[config.mk]
export PLATFORM = sky130hd
export DESIGN_NAME = json_string_escape_utf8_check
export DESIGN_NICKNAME = d
export VERILOG_FILES = /design/src/sv/jsec_pkg.sv /design/src/sv/json_string_escape_utf8_check.sv /design/src/sv/jsec_front.sv /design/src/sv/jsec_queue.sv /design/src/sv/jsec_back.sv
export SDC_FILE = /design/constraint.sdc
export NUM_CORES = 1
export LEC_CHECK = 0
export BUFFER_PORTS_ARGS = -buffer_cell sky130_fd_sc_hd__buf_4
export CAP_MARGIN = 5
export CORE_MARGIN = 8
export CORE_UTILIZATION = 40
export CTS_CLUSTER_SIZE = 28
export DETAILED_ROUTE_END_ITERATION = 10
export GPL_ROUTABILITY_DRIVEN = 1
export HOLD_SLACK_MARGIN = 0.02
export PLACE_DENSITY_LB_ADDON = 0.1
export SLEW_MARGIN = 40
export SYNTH_ARGS = -nofsm -noshare
export SYNTH_HDL_FRONTEND = slang
export SYNTH_SLANG_ARGS = --single-unit
[constraint.sdc]
create_clock -name clk -period 17 [get_ports clk]
set_input_delay 0.85 -clock clk [delete_from_list [all_inputs] [get_ports clk]]
set_output_delay 0.85 -clock clk [all_outputs]
set_load 0.01 [all_outputs]
[src/sv/jsec_pkg.sv]
package jsec_pkg;

    localparam int QueueDepth = 4;
    localparam int QPtrW      = $clog2(QueueDepth);
    localparam int MaxBytes   = 6;

    localparam logic [7:0] CH_BSLASH = 8'h5C;
    localparam logic [7:0] CH_QUOTE  = 8'h22;
    localparam logic [7:0] CH_LF     = 8'h0A;
    localparam logic [7:0] CH_CR     = 8'h0D;
    localparam logic [7:0] CH_TAB    = 8'h09;
    localparam logic [7:0] CH_N      = 8'h6E;
    localparam logic [7:0] CH_R      = 8'h72;
    localparam logic [7:0] CH_T      = 8'h74;
    localparam logic [7:0] CH_U      = 8'h75;
    localparam logic [7:0] CH_ZERO   = 8'h30;
    localparam logic [7:0] CH_F      = 8'h66;
    localparam logic [7:0] CH_D      = 8'h64;
    localparam logic [7:0] CTRL_TOP  = 8'h20;
    localparam logic [7:0] ASCII_TOP = 8'h80;

    localparam logic [7:0] LEAD_E0 = 8'hE0;
    localparam logic [7:0] LEAD_ED = 8'hED;
    localparam logic [7:0] LEAD_F0 = 8'hF0;
    localparam logic [7:0] LEAD_F4 = 8'hF4;

    typedef struct packed {
        logic [1:0]                  pre_bad;
        logic [2:0]                  nbytes;
        logic [MaxBytes-1:0][7:0]    bytes;
        logic [1:0]                  post_bad;
        logic                        str_end;
    } jsec_cmd_t;

    typedef enum logic [1:0] {
        PH_PRE,
        PH_MAIN,
        PH_POST
    } jsec_phase_t;

    function automatic logic [7:0] hex_digit(input logic [3:0] n);
        logic [7:0] r;
        if (n < 4'd10)
        begin
            r = 8'h30 + {4'd0, n};
        end
        else
        begin
            r = 8'h57 + {4'd0, n};
        end
        return r;
    endfunction

    function automatic logic [7:0] repl_char(input logic [2:0] idx);
        logic [7:0] r;
        case (idx)
            3'd0:    r = CH_BSLASH;
            3'd1:    r = CH_U;
            3'd2:    r = CH_F;
            3'd3:    r = CH_F;
            3'd4:    r = CH_F;
            default: r = CH_D;
        endcase
        return r;
    endfunction

    function automatic logic second_ok(input logic [7:0] lead, input logic [7:0] b);
        logic [7:0] lo;
        logic [7:0] hi;
        lo = 8'h80;
        hi = 8'hBF;
        if (lead == LEAD_E0)
        begin
            lo = 8'hA0;
        end
        else if (lead == LEAD_ED)
        begin
            hi = 8'h9F;
        end
        else if (lead == LEAD_F0)
        begin
            lo = 8'h90;
        end
        else if (lead == LEAD_F4)
        begin
            hi = 8'h8F;
        end
        return (b >= lo) && (b <= hi);
    endfunction

endpackage

[src/sv/json_string_escape_utf8_check.sv]
// channel   signals                                        direction
// input     in_valid, in_ready, in_byte, string_end        into block
// output    out_valid, out_ready, out_char, run_last,      out of block
//           string_done
//
// one output character per cycle while out_ready is high and a command is queued;
// an input byte causes 0 to 24 characters, sent by the character expander in the back end
// input bytes enter one per cycle while the four-entry command queue has room
// reset clears the pending sequence, the queue and the expander position
// a stalled output holds its character and lets up to three commands queue behind it
module json_string_escape_utf8_check (
    input  logic       clk,
    input  logic       rst_n,
    input  logic       in_valid,
    output logic       in_ready,
    input  logic [7:0] in_byte,
    input  logic       string_end,
    output logic       out_valid,
    input  logic       out_ready,
    output logic [7:0] out_char,
    output logic       run_last,
    output logic       string_done
);
    import jsec_pkg::*;

    jsec_cmd_t push_cmd;
    jsec_cmd_t head_cmd;
    logic      push_valid;
    logic      push_ready;
    logic      head_valid;
    logic      head_pop;

    jsec_front u_front (
        .clk        (clk),
        .rst_n      (rst_n),
        .in_valid   (in_valid),
        .in_ready   (in_ready),
        .in_byte    (in_byte),
        .string_end (string_end),
        .cmd_valid  (push_valid),
        .cmd_ready  (push_ready),
        .cmd        (push_cmd)
    );

    jsec_queue u_queue (
        .clk        (clk),
        .rst_n      (rst_n),
        .push_valid (push_valid),
        .push_ready (push_ready),
        .push_cmd   (push_cmd),
        .head_valid (head_valid),
        .head_pop   (head_pop),
        .head_cmd   (head_cmd)
    );

    jsec_back u_back (
        .clk         (clk),
        .rst_n       (rst_n),
        .head_valid  (head_valid),
        .head_cmd    (head_cmd),
        .head_pop    (head_pop),
        .out_valid   (out_valid),
        .out_ready   (out_ready),
        .out_char    (out_char),
        .run_last    (run_last),
        .string_done (string_done)
    );

endmodule

[src/sv/jsec_front.sv]
module jsec_front (
    input  logic                 clk,
    input  logic                 rst_n,
    input  logic                 in_valid,
    output logic                 in_ready,
    input  logic [7:0]           in_byte,
    input  logic                 string_end,
    output logic                 cmd_valid,
    input  logic                 cmd_ready,
    output jsec_pkg::jsec_cmd_t  cmd
);
    import jsec_pkg::*;

    logic [2:0][7:0] held_reg;
    logic [2:0][7:0] held_next;
    logic [1:0]      held_count_reg;
    logic [1:0]      held_count_next;
    logic [2:0]      seq_len_reg;
    logic [2:0]      seq_len_next;
    logic            seq_ok;
    logic            do_fresh;
    logic            has_out;
    logic            take;
    jsec_cmd_t       c;

    assign seq_ok = (held_count_reg == 2'd1) ? second_ok(held_reg[0], in_byte)
                                             : (in_byte[7:6] == 2'b10);

    always_comb
    begin
        held_next       = held_reg;
        held_count_next = held_count_reg;
        seq_len_next    = seq_len_reg;
        c               = '0;
        do_fresh        = 1'b1;
        if (held_count_reg != 2'd0)
        begin
            if (seq_ok)
            begin
                do_fresh = 1'b0;
                if ({1'b0, held_count_reg} + 3'd1 == seq_len_reg)
                begin
                    c.bytes[0] = held_reg[0];
                    c.bytes[1] = held_reg[1];
                    c.bytes[2] = held_reg[2];
                    case (held_count_reg)
                        2'd1:    c.bytes[1] = in_byte;
                        2'd2:    c.bytes[2] = in_byte;
                        default: c.bytes[3] = in_byte;
                    endcase
                    c.nbytes        = {1'b0, held_count_reg} + 3'd1;
                    held_count_next = 2'd0;
                    seq_len_next    = 3'd0;
                end
                else
                begin
                    case (held_count_reg)
                        2'd1:    held_next[1] = in_byte;
                        default: held_next[2] = in_byte;
                    endcase
                    held_count_next = held_count_reg + 2'd1;
                end
            end
            else
            begin
                c.pre_bad       = held_count_reg;
                held_count_next = 2'd0;
                seq_len_next    = 3'd0;
            end
        end
        if (do_fresh)
        begin
            if (in_byte == CH_QUOTE || in_byte == CH_BSLASH)
            begin
                c.nbytes   = 3'd2;
                c.bytes[0] = CH_BSLASH;
                c.bytes[1] = in_byte;
            end
            else if (in_byte == CH_LF)
            begin
                c.nbytes   = 3'd2;
                c.bytes[0] = CH_BSLASH;
                c.bytes[1] = CH_N;
            end
            else if (in_byte == CH_CR)
            begin
                c.nbytes   = 3'd2;
                c.bytes[0] = CH_BSLASH;
                c.bytes[1] = CH_R;
            end
            else if (in_byte == CH_TAB)
            begin
                c.nbytes   = 3'd2;
                c.bytes[0] = CH_BSLASH;
                c.bytes[1] = CH_T;
            end
            else if (in_byte < CTRL_TOP)
            begin
                c.nbytes   = 3'd6;
                c.bytes[0] = CH_BSLASH;
                c.bytes[1] = CH_U;
                c.bytes[2] = CH_ZERO;
                c.bytes[3] = CH_ZERO;
                c.bytes[4] = hex_digit(in_byte[7:4]);
                c.bytes[5] = hex_digit(in_byte[3:0]);
            end
            else if (in_byte < ASCII_TOP)
            begin
                c.nbytes   = 3'd1;
                c.bytes[0] = in_byte;
            end
            else if (in_byte inside {[8'hC2:8'hDF]})
            begin
                held_next[0]    = in_byte;
                held_count_next = 2'd1;
                seq_len_next    = 3'd2;
            end
            else if (in_byte inside {[8'hE0:8'hEF]})
            begin
                held_next[0]    = in_byte;
                held_count_next = 2'd1;
                seq_len_next    = 3'd3;
            end
            else if (in_byte inside {[8'hF0:8'hF4]})
            begin
                held_next[0]    = in_byte;
                held_count_next = 2'd1;
                seq_len_next    = 3'd4;
            end
            else
            begin
                c.nbytes   = 3'd6;
                c.bytes[0] = CH_BSLASH;
                c.bytes[1] = CH_U;
                c.bytes[2] = CH_F;
                c.bytes[3] = CH_F;
                c.bytes[4] = CH_F;
                c.bytes[5] = CH_D;
            end
        end
        if (string_end)
        begin
            c.post_bad      = held_count_next;
            held_count_next = 2'd0;
            seq_len_next    = 3'd0;
        end
        c.str_end = string_end;
    end

    assign has_out   = (c.pre_bad != 2'd0) || (c.nbytes != 3'd0) || (c.post_bad != 2'd0);
    assign in_ready  = cmd_ready;
    assign cmd_valid = in_valid && has_out;
    assign cmd       = c;
    assign take      = in_valid && in_ready;

    always_ff @(posedge clk)
    begin
        if (take)
        begin
            held_reg <= held_next;
        end
    end

    always_ff @(posedge clk or negedge rst_n)
    begin
        if (!rst_n)
        begin
            held_count_reg <= 2'd0;
            seq_len_reg    <= 3'd0;
        end
        else if (take)
        begin
            held_count_reg <= held_count_next;
            seq_len_reg    <= seq_len_next;
        end
    end

    a_len_covers_held: assert property (@(posedge clk) disable iff (!rst_n)
        held_count_reg != 2'd0 |-> seq_len_reg > {1'b0, held_count_reg})
        else $error("pending sequence shorter than held bytes");

    a_empty_no_len: assert property (@(posedge clk) disable iff (!rst_n)
        held_count_reg == 2'd0 |-> seq_len_reg == 3'd0)
        else $error("sequence length left without held bytes");

    a_end_clears: assert property (@(posedge clk) disable iff (!rst_n)
        take && string_end |=> held_count_reg == 2'd0)
        else $error("hold not cleared at string end");

endmodule

[src/sv/jsec_queue.sv]
module jsec_queue (
    input  logic                 clk,
    input  logic                 rst_n,
    input  logic                 push_valid,
    output logic                 push_ready,
    input  jsec_pkg::jsec_cmd_t  push_cmd,
    output logic                 head_valid,
    input  logic                 head_pop,
    output jsec_pkg::jsec_cmd_t  head_cmd
);
    import jsec_pkg::*;

    jsec_cmd_t        entries_reg [QueueDepth];
    logic [QPtrW-1:0] wr_ptr_reg;
    logic [QPtrW-1:0] rd_ptr_reg;
    logic [QPtrW:0]   count_reg;
    logic [QPtrW:0]   count_next;
    logic             push;
    logic             pop;

    assign push_ready = count_reg != QueueDepth[QPtrW:0];
    assign head_valid = count_reg != '0;
    assign head_cmd   = entries_reg[rd_ptr_reg];
    assign push       = push_valid && push_ready;
    assign pop        = head_pop && head_valid;

    always_comb
    begin
        count_next = count_reg;
        if (push && !pop)
        begin
            count_next = count_reg + 1'b1;
        end
        else if (pop && !push)
        begin
            count_next = count_reg - 1'b1;
        end
    end

    always_ff @(posedge clk)
    begin
        if (push)
        begin
            entries_reg[wr_ptr_reg] <= push_cmd;
        end
    end

    always_ff @(posedge clk or negedge rst_n)
    begin
        if (!rst_n)
        begin
            wr_ptr_reg <= '0;
            rd_ptr_reg <= '0;
            count_reg  <= '0;
        end
        else
        begin
            if (push)
            begin
                wr_ptr_reg <= wr_ptr_reg + 1'b1;
            end
            if (pop)
            begin
                rd_ptr_reg <= rd_ptr_reg + 1'b1;
            end
            count_reg <= count_next;
        end
    end

    a_count_bound: assert property (@(posedge clk) disable iff (!rst_n)
        count_reg <= QueueDepth[QPtrW:0])
        else $error("queue overfilled");

    a_ptr_gap: assert property (@(posedge clk) disable iff (!rst_n)
        count_reg[QPtrW-1:0] == wr_ptr_reg - rd_ptr_reg)
        else $error("queue pointers disagree with count");

endmodule

[src/sv/jsec_back.sv]
module jsec_back (
    input  logic                 clk,
    input  logic                 rst_n,
    input  logic                 head_valid,
    input  jsec_pkg::jsec_cmd_t  head_cmd,
    output logic                 head_pop,
    output logic                 out_valid,
    input  logic                 out_ready,
    output logic [7:0]           out_char,
    output logic                 run_last,
    output logic                 string_done
);
    import jsec_pkg::*;

    jsec_phase_t phase_reg;
    jsec_phase_t phase_next;
    jsec_phase_t eff;
    logic [2:0]  char_reg;
    logic [2:0]  char_next;
    logic [1:0]  bad_reg;
    logic [1:0]  bad_next;
    logic        tok_end;
    logic        phase_end;
    logic        item_last;
    logic        fire;
    logic [7:0]  ch;

    always_comb
    begin
        eff = phase_reg;
        if (eff == PH_PRE && head_cmd.pre_bad == 2'd0)
        begin
            eff = PH_MAIN;
        end
        if (eff == PH_MAIN && head_cmd.nbytes == 3'd0)
        begin
            eff = PH_POST;
        end
    end

    always_comb
    begin
        tok_end   = (char_reg == 3'd5);
        phase_end = 1'b0;
        item_last = 1'b0;
        ch        = repl_char(char_reg);
        case (eff)
            PH_PRE:
            begin
                phase_end = tok_end && (bad_reg == head_cmd.pre_bad - 2'd1);
                item_last = phase_end && (head_cmd.nbytes == 3'd0)
                            && (head_cmd.post_bad == 2'd0);
            end
            PH_MAIN:
            begin
                tok_end = (char_reg == head_cmd.nbytes - 3'd1);
                case (char_reg)
                    3'd0:    ch = head_cmd.bytes[0];
                    3'd1:    ch = head_cmd.bytes[1];
                    3'd2:    ch = head_cmd.bytes[2];
                    3'd3:    ch = head_cmd.bytes[3];
                    3'd4:    ch = head_cmd.bytes[4];
                    default: ch = head_cmd.bytes[5];
                endcase
                phase_end = tok_end;
                item_last = phase_end && (head_cmd.post_bad == 2'd0);
            end
            default:
            begin
                phase_end = tok_end && (bad_reg == head_cmd.post_bad - 2'd1);
                item_last = phase_end;
            end
        endcase
    end

    assign fire        = head_valid && out_ready;
    assign out_valid   = head_valid;
    assign out_char    = ch;
    assign run_last    = item_last;
    assign string_done = item_last && head_cmd.str_end;
    assign head_pop    = fire && item_last;

    always_comb
    begin
        phase_next = phase_reg;
        char_next  = char_reg;
        bad_next   = bad_reg;
        if (fire)
        begin
            if (item_last)
            begin
                phase_next = PH_PRE;
                char_next  = 3'd0;
                bad_next   = 2'd0;
            end
            else if (phase_end)
            begin
                phase_next = (eff == PH_PRE) ? PH_MAIN : PH_POST;
                char_next  = 3'd0;
                bad_next   = 2'd0;
            end
            else if (tok_end)
            begin
                phase_next = eff;
                char_next  = 3'd0;
                bad_next   = bad_reg + 2'd1;
            end
            else
            begin
                phase_next = eff;
                char_next  = char_reg + 3'd1;
            end
        end
    end

    always_ff @(posedge clk or negedge rst_n)
    begin
        if (!rst_n)
        begin
            phase_reg <= PH_PRE;
            char_reg  <= 3'd0;
            bad_reg   <= 2'd0;
        end
        else
        begin
            phase_reg <= phase_next;
            char_reg  <= char_next;
            bad_reg   <= bad_next;
        end
    end

    a_main_index: assert property (@(posedge clk) disable iff (!rst_n)
        head_valid && eff == PH_MAIN |-> char_reg < head_cmd.nbytes)
        else $error("character index past end of copied bytes");

    a_mid_item_has_head: assert property (@(posedge clk) disable iff (!rst_n)
        (phase_reg != PH_PRE || char_reg != 3'd0 || bad_reg != 2'd0) |-> head_valid)
        else $error("expansion in progress without a queued command");

endmodule
* Word-level counts from Yosys, hierarchy flattened
Memory sizes are Yosys's and may differ from the RTL's.
Cells that the tools add are included.
** Cells by class
- $add $sub $neg :: 15
- Order comparisons :: 12
- Eq/ne operators :: 24
- Reductions and logical operators :: 45
- Bitwise operators :: 8
- Multiplexer cells :: 95
** Operator list (count)
- two-way mux 51 bit :: 5
- two-way mux 32 bit :: 7
- two-way mux 8 bit :: 15
- two-way mux 3 bit :: 26
- two-way mux 16 bit :: 4
- two-way mux 2 bit :: 24
- two-way mux 40 bit :: 1
- case mux 8 bit (5 select lines) :: 1
- equality test 8 bit, second input constant :: 4
- equality test 8 x 4 -> 1 bit, second input constant :: 3
- >= comparator 8 bit, second input constant :: 3
- <= comparator 8 bit, second input constant :: 3
- logical AND 1 bit :: 20
- case mux 6 bit (3 select lines) :: 1
- adder 7 x 4 -> 8 bit, first input constant :: 2
- adder 6 x 4 -> 7 bit, first input constant :: 2
- nonzero test 3 bit :: 4
- two-way mux 5 bit :: 2
- AND reduction 9 bit :: 1
- adder 2 x 1 -> 2 bit, second input constant :: 4
- equality test 8 x 6 -> 1 bit, second input constant :: 1
- equality test 8 x 7 -> 1 bit, second input constant :: 1
- >= comparator 8 bit :: 1
- <= comparator 8 bit :: 1
- 29 further kinds :: 63
** Storage, ports and cells
- Output and inout port bits :: 12
- Bits in registers :: 43
- Memories :: 1
- Word-level logic and storage cells :: 211
- Input bits :: 13
- Memory bits (writable) :: 224
** Memory list
- u_queue.entries_reg :: depth 4, width 56, rd ports 1, clocked after memory_dff 0, write ports 1, RTL line jsec_queue.sv:13 : jsec_cmd_t entries_reg [QueueDepth];

* Longest topological paths before layout
- Depth in word-level cells :: 29
- Mapped depth :: 18
- Mapped depth without buffers :: 18

* By module
From an unflattened synthesis, not the netlist that was laid out.
** Second synthesis, totals
- Cell total of the unflattened synthesis :: 745
- Area, all modules :: 12144.1 um2
** Modules (own cells, without submodules)
- jsec_queue :: instances 1, area each 8515.7 um2, seq. area each 6901.6 um2, cells each 328
- jsec_front :: instances 1, area each 2572.5 um2, seq. area each 845.8 um2, cells each 281
- jsec_back :: instances 1, area each 1056.0 um2, seq. area each 175.2 um2, cells each 136

* Worst setup path after synthesis
Ideal clock, no wire load.
- Kind :: input -> register
- Start :: input port in_byte[1]
- End :: memory u_queue.entries_reg[0][0] in the netlist's numbering (enable)
- Setup slack :: 9.654 ns
- Arrival :: 6.802 ns
- Path buffers :: 1
- Stages :: 10
- Required time :: 16.456 ns
- Library setup time :: 0.544 ns
- Path through :: clkbuf_1 inv_1 ha_1 and3b_1 a22oi_2 nand2_1 o311ai_0 o31ai_1 o211a_1 nor3b_1
** Between the ends
- Longest elaborated chain between the ends :: 22
- Elaborated cells on any way between the ends :: 58
- Those cells by class :: order compare: 10; eq/ne: 5; mux: 31; reduce/logical: 12
** Ends and longest elaborated chain
- start: declaration :: RTL line json_string_escape_utf8_check.sv:16 : input logic [7:0] in_byte,
- >= comparator 8 bit or <= comparator 8 bit (tied branches) :: RTL line jsec_pkg.sv:88 : return (b >= lo) && (b <= hi);
- logical AND 1 bit :: RTL line jsec_pkg.sv:88
- two-way mux 1 bit :: RTL line jsec_front.sv:26 : assign seq_ok = (held_count_reg == 2'd1) ? second_ok(held_reg[0], in_byte)
- two-way mux 2 bit or two-way mux 3 bit (tied branches) :: RTL line jsec_front.sv:38 : if (seq_ok)
- two-way mux 2 bit or two-way mux 5 bit (tied branches) :: RTL line jsec_front.sv:36 : if (held_count_reg != 2'd0)
- two-way mux 2 bit or two-way mux 51 bit (tied branches) :: RTL line jsec_front.sv:124 : else if (in_byte inside {[8'hF0:8'hF4]})
- two-way mux 2 bit or two-way mux 51 bit (tied branches) :: RTL line jsec_front.sv:118 : else if (in_byte inside {[8'hE0:8'hEF]})
- two-way mux 2 bit or two-way mux 51 bit (tied branches) :: RTL line jsec_front.sv:112 : else if (in_byte inside {[8'hC2:8'hDF]})
- (+6 left out)
- two-way mux 2 bit or two-way mux 51 bit (tied branches) :: RTL line jsec_front.sv:71 : if (do_fresh)
- two-way mux 2 bit or nonzero test 3 bit (tied branches) :: RTL line jsec_front.sv:141, jsec_front.sv:150
- nonzero test 2 bit or logical OR 1 bit (tied branches) :: RTL line jsec_front.sv:150 : assign has_out = (c.pre_bad != 2'd0) || (c.nbytes != 3'd0) || (c.post_bad != 2'd0);
- logical OR 1 bit * :: RTL line jsec_front.sv:150
- logical AND 1 bit * :: RTL line jsec_front.sv:152 : assign cmd_valid = in_valid && has_out;
- logical AND 1 bit * :: RTL line jsec_queue.sv:24 : assign push = push_valid && push_ready;
- two-way mux 1 bit * :: RTL line jsec_queue.sv:42 : if (push)
- two-way mux 1 bit (implied by the code) * :: RTL line jsec_queue.sv:44 : entries_reg[wr_ptr_reg] <= push_cmd;
- end: declaration :: RTL line jsec_queue.sv:13
Every way passes the cells marked *; elsewhere a longest branch is shown, timed or not.

* Worst setup path after layout
- Start :: register u_queue.rd_ptr_reg[0]
- End :: output port out_char[3]
** Between the ends
- Longest elaborated chain between the ends :: 9
- Elaborated cells on any way between the ends :: 11
- Those cells by class :: eq/ne: 2; mux: 4; reduce/logical: 4; memory: 1
** Ends and longest elaborated chain
- start: declaration :: RTL line jsec_queue.sv:15 : logic [QPtrW-1:0] rd_ptr_reg;
- start signal: assignment :: RTL line jsec_queue.sv:64 : rd_ptr_reg <= rd_ptr_reg + 1'b1;
- memory (4 x 56 bit) *
- logical NOT 2 bit :: RTL line jsec_back.sv:31 : if (eff == PH_PRE && head_cmd.pre_bad == 2'd0)
- logical AND 1 bit :: RTL line jsec_back.sv:31
- two-way mux 2 bit :: RTL line jsec_back.sv:31
- equality test 2 x 1 -> 1 bit :: RTL line jsec_back.sv:35 : if (eff == PH_MAIN && head_cmd.nbytes == 3'd0)
- logical AND 1 bit :: RTL line jsec_back.sv:35
- two-way mux 2 bit :: RTL line jsec_back.sv:35
- equality test 2 x 1 -> 1 bit :: RTL line jsec_back.sv:47 : case (eff)
- two-way mux 8 bit * :: RTL line jsec_back.sv:47
- end: declaration :: RTL line json_string_escape_utf8_check.sv:20 : output logic [7:0] out_char,
Marks and branches as above.

==> metrics <==
run status finished clean; # DRC 0; crit path capture type output port; Hold Fails Final Rpt 0; H-tree levels 1; Largest register FFs about 220; routability cong. roughly 0.93; Critical Path Most Common Cell buf_4; number of max-cap violations 0; Sink Count 259; R2R Path End u_queue.count_reg[2]; Initial DRC Count approximately 630; dpl hpwl a little under 20000 um; Via density roughly 5.7; layout cell share with drive strength beyond 1 around a fifth; synth top area cells edfxtp_1 61%, mux4_2 9.7%, dfrtp_1 4.0%; sequential fraction of the synthesis area 65.11%; Starting Density approximately two fifths; Pre-antenna DRT Iters 5; routed vias roughly 7000; area leader, netlist edfxtp_1; total CTS buffers 28; metal2 WL around 14000 um; CTS tree built; post-route ant nets 0; CTS root buffer clkbuf_16; Worst setup SP type flop; CTS max path bufs 3; P per Cell Area about 160 nW/um^2; Crit Path Max Fanout 30; top_reg_cell synth edfxtp_1; synthesized flop and latch total between 200 and 300; Layout Cells excl Fill approximately 1200; diode count 0; final worst-path cycle share 27.57%; total wire length 28820 um; Post-Synthesis Cells roughly 770; P_leak 4.591 nW; first-pass GRT wire length 44390 um; total setup buffers inserted after CTS 0; Peak Freq ~0.21 GHz; highest routed layer met4; Max VDD drop roughly 0.064 mV; synthesized cell area around 12000 sq um; per-cell routed wire length 23.63 um; Hold Buf Count CTS 0; reg2reg path depth 16; RSZ-0062 raised after global routing no; largest net degree at the start of global routing between 50 and 60; routed wl met3 1347 um; clock-pin slew on the worst setup and hold paths 0.06 ns; Layout area overhead 13.49%; Synth warnings 0; CTS resizes 0; Critical Path, Cell by Cell buf_4, mux4_1, a222oi_1, and3_1, o21ai_0, buf_4; Final setup violation count 0; Final Max Tran Viols 0; GRT Util Overall 16.15%; GRT overflow 0; Rel. slew slack roughly 46%; final setup TNS 0 ns; syn avg cell area roughly 15 sq um; number of global-route vias before repair 7201; Cells after DPL 1170; core area slightly below 30000 sq um; Worst R2R Setup Slack about 13 ns; I/O Buffers 24; HP Class input port to asynchronous set/reset pin; die span in x approximately 190 um; WP data arrival 3.84 ns; Rows between 60 and 70; Critical Path RT between 15 and 20 ns; # IOs 25; initial antenna violation count 1; Crit-path slowest cell dfrtp_4; Yosys top cell area share between 60% and 70%; height of the die roughly 190 um; latest clock arrival within the worst-skew pair between 0.5 and 0.6 ns; reg2reg start u_queue.rd_ptr_reg[0]; Worst-Margin Slew around 0.80 ns; minimum clock period around 4.7 ns; Metal-1 WL roughly 13000 um; Max stage delay on crit path 0.85 ns; Unique masters post-synth 75; total die area about 35000 sq um; asr flop ratio synth under 10%; Post-synth EDFFs 240; WS Path Type flop to output port; Layout Skew roughly 0.016 ns; Nets ~860
logic make-up after synthesis:
logic type	count (synthesis)	share of synthesized area [%]
DFF	259	65.11
and+or+nand+nor	194	8.176
AOI/OAI and AO/OA	126	7.328
muxes	73	12.12
buffers and inverters	70	2.450
adders and majority gates	32	3.457
xor gates and xnor gates	17	1.326
other	1	0.03178
worst max-delay path: cells and delay by family, from the launching register on:
kind,cells,cell delay [ns]
flip-flops,1,0.85
AND/OR/NAND/NOR,1,0.30
buffers and inverters,2,0.75
AO/OA/AOI/OAI,2,0.73
multiplexers,1,0.63
cell type report:
cell class	instances	area (sq um)
Clock inverter	15	150.1
Fill cell	2601	15930
Multi-Input combinational cell	446	3869
Timing Repair Buffer	38	330.3
Inverter	37	138.9
Sequential cell	259	7687
Tap cell	390	488.0
Clock buffer	35	726.9
synth_stat cells (9+ instances only):
master,instances
a21oi_1,26
a22oi_1,10
and3_1,9
buf_2,9
clkbuf_1,19
dfrtp_1,19
edfxtp_1,240
ha_1,31
inv_1,37
mux2_2,10
mux2i_1,9
mux4_2,51
nand2_1,68
nand3_1,11
nor2_1,42
nor2b_1,9
nor3_1,12
o21ai_0,25
xnor2_1,10
worst max path at each step:
stage	startpoint	endpoint	slack [ns]
global route	u_queue.rd_ptr_reg[0]	string_done	12.00
CTS	u_queue.rd_ptr_reg[0]	string_done	12.20
finish	u_queue.rd_ptr_reg[0]	out_char[3]	12.31
detailed placement	in_byte[1]	u_queue.count_reg[2]	12.47
global placement	in_byte[0]	u_queue.entries_reg[1][38]	12.55
floorplan	in_byte[1]	u_queue.entries_reg[0][0]	9.65
where the power goes:
part	total [mW]	internal (mW)	switching [mW]	leakage, nW
combinational	0.665	0.272	0.393	1.74
clock	0.575	0.333	0.241	0.415
sequential	0.890	0.831	0.0589	2.44
layer usage:
metal	vias up	track usage, %
li1	3092	-
met1	3604	22.70
met2	218	26.55
met3	39	1.969
met4	0	3.667
met5	-	0
cells in the final DEF, fill, tap and decap left out, drive strengths merged, types with 5 or more instances in the layout:
| cell | instances |
|---|---|
| edfxtp | 240 |
| nand2 | 69 |
| mux4 | 54 |
| nor2 | 42 |
| buf | 38 |
| inv | 37 |
| clkbuf | 35 |
| ha | 31 |
| o21ai | 30 |
| a21oi | 26 |
| dfrtp | 19 |
| nor3 | 13 |
| nand3 | 11 |
| xnor2 | 11 |
| a22oi | 11 |
| mux2 | 10 |
| clkinv | 10 |
| and3 | 9 |
| mux2i | 9 |
| nor2b | 9 |
| nand4 | 7 |
| xor2 | 6 |
| a31oi | 6 |
| o22ai | 6 |
| nor3b | 6 |
| and2 | 5 |
metrics by stage:
stage	hold WS (ns)	cell area (sq um)	power, mW	setup WS [ns]	util, %
2_1_floorplan	0.4547	11810	1.347	9.654	-
3_3_place_gp	0.4748	12440	1.555	12.55	42.41
3_5_place_dp	0.4993	12500	1.580	12.47	42.61
4_1_cts	0.1600	13370	2.158	12.20	45.61
5_1_grt	0.1725	13390	2.244	12.00	45.66
6_report	0.1702	13390	2.130	12.31	45.66
Power figures use the tool's default switching activity.
